File: src/design/rdcmle_pkg.sv
// Shared types, constants and helpers for the constrained risk-difference estimator.
package rdcmle_pkg;

    localparam int FRACTION_BITS      = 30;
    localparam int COUNT_BITS         = 16;
    localparam int ITERATIONS_DEFAULT = 32;

    // Signed working width for rates, bounds and the difference.
    localparam int RATE_BITS   = 34;
    localparam int OUT_BITS    = 31;
    localparam int PROD_BITS   = COUNT_BITS + FRACTION_BITS;
    localparam int DIFF_BITS   = PROD_BITS + 2;
    localparam int DIGIT_BITS  = 15;
    localparam int CELLS       = 4;
    localparam int WEIGHT_BITS = DIGIT_BITS * CELLS;
    localparam int PART_BITS   = DIFF_BITS + DIGIT_BITS + 2;
    localparam int ACC_BITS    = 108;

    localparam logic signed [RATE_BITS-1:0] ONE = RATE_BITS'(64'sd1 <<< FRACTION_BITS);

    typedef struct packed {
        logic [15:0]        treated_successes;
        logic [15:0]        treated_trials;
        logic [15:0]        control_successes;
        logic [15:0]        control_trials;
        logic signed [31:0] rate_difference;
    } item_in_t;

    typedef struct packed {
        logic [30:0] control_rate;
        logic [30:0] treated_rate;
        logic        degenerate;
    } item_out_t;

    // Operands broadcast to every cell of the score chain.
    typedef struct packed {
        logic signed [DIFF_BITS-1:0] treated_diff;
        logic signed [DIFF_BITS-1:0] control_diff;
        logic [WEIGHT_BITS-1:0]      treated_weight;
        logic [WEIGHT_BITS-1:0]      control_weight;
    } cell_op_t;

    function automatic logic [OUT_BITS-1:0] clamp_rate(input logic signed [RATE_BITS-1:0] v);
        logic [OUT_BITS-1:0] r;
        if (v < 0)
            r = '0;
        else if (v > ONE)
            r = ONE[OUT_BITS-1:0];
        else
            r = v[OUT_BITS-1:0];
        return r;
    endfunction

endpackage

File: src/design/rdcmle_cell.sv
// One cell of the score chain: a digit partial product folded into the running sum.
module rdcmle_cell #(
    parameter int DIGIT = 0
) (
    input  logic                                  clk,
    input  logic                                  rst_n,
    input  rdcmle_pkg::cell_op_t                  op,
    input  logic signed [rdcmle_pkg::ACC_BITS-1:0] acc_in,
    output logic signed [rdcmle_pkg::ACC_BITS-1:0] acc_out
);
    import rdcmle_pkg::*;

    logic [DIGIT_BITS-1:0]       t_digit;
    logic [DIGIT_BITS-1:0]       c_digit;
    logic signed [PART_BITS-1:0] part_next;
    logic signed [PART_BITS-1:0] part_reg;
    logic signed [ACC_BITS-1:0]  acc_next;
    logic signed [ACC_BITS-1:0]  acc_reg;

    // Treated difference pairs with the control weight and vice versa.
    assign t_digit = op.control_weight[DIGIT*DIGIT_BITS +: DIGIT_BITS];
    assign c_digit = op.treated_weight[DIGIT*DIGIT_BITS +: DIGIT_BITS];

    assign part_next = PART_BITS'(op.treated_diff * $signed({1'b0, t_digit}))
                     + PART_BITS'(op.control_diff * $signed({1'b0, c_digit}));

    // Shift the upper digits' sum up one digit and add this digit's part.
    assign acc_next = (acc_in <<< DIGIT_BITS) + ACC_BITS'(part_reg);

    always_ff @(posedge clk or negedge rst_n)
    begin
        if (!rst_n)
        begin
            part_reg <= '0;
            acc_reg  <= '0;
        end
        else
        begin
            part_reg <= part_next;
            acc_reg  <= acc_next;
        end
    end

    assign acc_out = acc_reg;

endmodule
File: config.mk
export PLATFORM = sky130hd
export DESIGN_NAME = rdcmle_cell
export DESIGN_NICKNAME = d
export VERILOG_FILES = /design/src/design/rdcmle_pkg.sv /design/src/design/rdcmle_cell.sv
export SDC_FILE = /design/constraint.sdc
export NUM_CORES = 2
export LEC_CHECK = 0
export BUFFER_PORTS_ARGS = -buffer_cell sky130_fd_sc_hd__buf_4
export CORE_MARGIN = 2
export CORE_UTILIZATION = 55
export CTS_BUF_LIST = sky130_fd_sc_hd__clkbuf_8
export CTS_CLUSTER_DIAMETER = 100
export DETAILED_ROUTE_END_ITERATION = 6
export GPL_TIMING_DRIVEN = 0
export HOLD_SLACK_MARGIN = 0.1
export PLACE_DENSITY_LB_ADDON = 0.05
export SLEW_MARGIN = 10
export SYNTH_ARGS = -nofsm -noshare
export SYNTH_HDL_FRONTEND = slang
export SYNTH_SLANG_ARGS = --single-unit
File: constraint.sdc
create_clock -name clk -period 5.4 [get_ports clk]
set_clock_uncertainty 0.1 [all_clocks]
set_input_delay 0.27 -clock clk [delete_from_list [all_inputs] [get_ports clk]]
set_output_delay 0.27 -clock clk [all_outputs]
set_load 0.1 [all_outputs]
==> results.md <==
* Status: finished, violations left
* Failing checks: design-rule violations, negative setup slack
* Most used routing layer: met2
* Core area at 105,000 um2
* Fmax at 130 MHz
* DRT Pass-1 Iters at 7
* Cells taking the most area after synthesis: fa_1, inv_1, and2_1, dfrtp_1, ha_1
* Residual DRC at 14
* Sequential element share of the synthesized area at 0.0741
* CTS tree: done
* CTS max path bufs at 3
* Clock slew at reported path FFs at approximately 0.090 ns
* Post-Syn Area per Cell at 9.34 um2
* Syn_nets at 8,350
* H-Tree Depth at 4
* I/O Buffers at 298
* Max FFs per register at roughly 110
* Req. time, crit path at 5.73 ns
* Placement Setup Slack at -4.25 ns
* WL final at about 200,000 um
* Post-synth top cells: fa_1, inv_1, and2_1, nand2_1, ha_1
* Boundary Pins at 434
* Clock sink count at 173
* Final GP Congestion at about 1.1
* Final instance area at roughly 69,000 um2
* Hpwl dp at approximately 170,000 um
* Fin crit period at 7.69 ns
* Fin crit share at 1.42
* Hold/Removal Path Class: input port to flip-flop
* Cell Rows at roughly 120
* TritonCTS Buffers at 25
* Yosys warning total at 0
* Final setup fails at 55
* Chip width at 330 um
* DR iter-0 viols at approximately 4,100
* Global Route Usage Sum at 0.383
* Main synth FF type: dfrtp_1
* Die footprint at 109,000 um2
* Vias after detailed routing at approximately 46,000
* Arr. time, crit path at between 8 and 9 ns
* Area Growth Syn to Fin at 17.7%
* Synth unique cells at 69
* Synth area leader: fa_1
* WL/cell at between 20 and 25 um
* Grt met2 use at 0.549
* Slew Limit Fails at 0
* Worst setup margin at -2.29 ns
* Global Route met1 Usage at 0.542
* Vias in the first global route at ~47,000
* Post-DP Area at 63,400 um2
* Via density at 5.58
* Synth Instances at 6,248
* Area share of the largest cell type after synthesis at 0.496
* Layout cells sized above 1 at 0.161
* GR Layer Usage met3 at 0.124
* Critical-path maximum fanout at 10
* Initial Util at 0.555
* Post-synth ARST share at 1.00
* Setup CP Type: input port to flip-flop
* # Max-Cap Violations at 0
* Die Ht at 330 um
* Number of synthesized flops with an enable pin at 0
* Yosys reg bits at 173
* Most instantiated library cell after synthesis: fa_1
* Slew HR at 0.335
* Post-DRT Antenna Nets at 0
* First-pass GRT wire length at slightly above 300,000 um
* Post-Syn Area at 58,400 um2
* Initial antenna violation count at 14
* GRT overflow at 0
* RSZ-0062 raised after global routing: yes
* Critical Path End Type: flip-flop
* CP Launch Type: input port
* Largest net degree at the start of global routing at 90
* Nets at 8,896
* Worst-skew pair later-pin latency at 0.55 ns
* Worst slew pin tran at between 0.9 and 1 ns
* CTS root buffer: clkbuf_8
* Final hold violation count at 0
## worst paths after layout
kind | start | to | slack [ns] | depth (start not counted)
setup / recovery | op[146] | part_reg[61]$_DFF_PN0_ | -2.29 | 25
hold / removal | acc_in[56] | acc_out[71]$_DFF_PN0_ | 0.14 | 3
setup reg to reg | part_reg[64]$_DFF_PN0_ | acc_out[102]$_DFF_PN0_ | 0.78 | 13
hold reg to reg | part_reg[10]$_DFF_PN0_ | acc_out[10]$_DFF_PN0_ | 0.24 | 0
max in group asynchronous | rst_n | part_reg[64]$_DFF_PN0_ | 4.16 | 3
min in group asynchronous | rst_n | acc_out[15]$_DFF_PN0_ | 0.16 | 2
## critical path: stages
cell and delay (ns):
buf_4 0.19, clkbuf_16 0.19, and2_1 0.17, fa_1 0.50, inv_1 0.05, fa_1 0.52
inv_1 0.05, fa_1 0.46, fa_1 0.61, fa_1 0.44, fa_1 0.48, fa_1 0.51
fa_2 0.50, ha_4 0.31, nand4_1 0.14, or4_4 0.57, or3b_4 0.40, o31ai_4 0.32
or2_4 0.22, o31ai_4 0.06, o21a_2 0.25, o31a_1 0.31, o31ai_2 0.23, a21oi_1 0.11
xnor2_1 0.14
## cell families (layout without fill, tap and decap cells)
group,count (synthesis),in the layout,share of synthesized area
buf+inv,1722,2273,0.111
fa+ha+maj,1776,1776,0.567
flops,173,173,0.0741
simple gates,1849,1849,0.162
other cells,0,8,0
compound gates,565,565,0.0621
xor+xnor,163,163,0.0245
## cell type report
type                            instances  area (um2)
Multi-Input combinational cell       4353       49100
Fill cell                            8762       36500
Inverter                             1417        5320
Timing Repair Buffer                  527        4480
Sequential cell                       173        4330
Buffer                                297        3300
Tap cell                             1391        1740
Clock buffer                           27         372
Clock inverter                          5        77.6
Antenna cell                            8        20.0
## routing by layer
metal	vias up	wire, um
met1	23173	81700
met3	434	27700
met4	6	9630
li1	19537	-
met5	-	45
met2	2610	85300
## what timing repair did
action	4_1_cts	5_1_grt
hold buffers	59	0
hold endpoints to repair	145	0
pin swaps	197	192
resized for setup	580	255
endpoints found under the setup margin	58	56
buffers inserted	94	75
gates cloned	0	5
## stage by stage
step / cells / util / hold WS (ns) / setup TNS [ns]
final: 8198 / 0.653 / 0.137 / -79.72
after global routing: 8196 / 0.653 / 0.146 / -85.91
after CTS: 8116 / 0.641 / 0.101 / -71.29
after detailed placement: 7939 / 0.603 / 0.200 / -156.34
after global placement: 7937 / 0.602 / 0.232 / -152.83
after floorplan: 6248 / - / -0.126 / -63.77
## layout by cell type, fill, tap and decap left out, types with 49 or more instances in the layout
master / n
a21o_1: 87
a21oi_1: 172
and2_1: 793
buf_4: 417
clkbuf_1: 50
clkbuf_16: 49
clkbuf_8: 79
dfrtp_1: 172
dlygate4sd3_1: 59
fa_1: 1318
fa_2: 129
ha_1: 294
inv_1: 1389
nand2_1: 728
nand4_1: 58
nor2_1: 89
o21ai_0: 86
xnor2_1: 100
xor2_1: 59
Power is left out: the tool's default activity adds up to more than one toggle a clock period on the data nets, which glitch-free logic cannot reach.
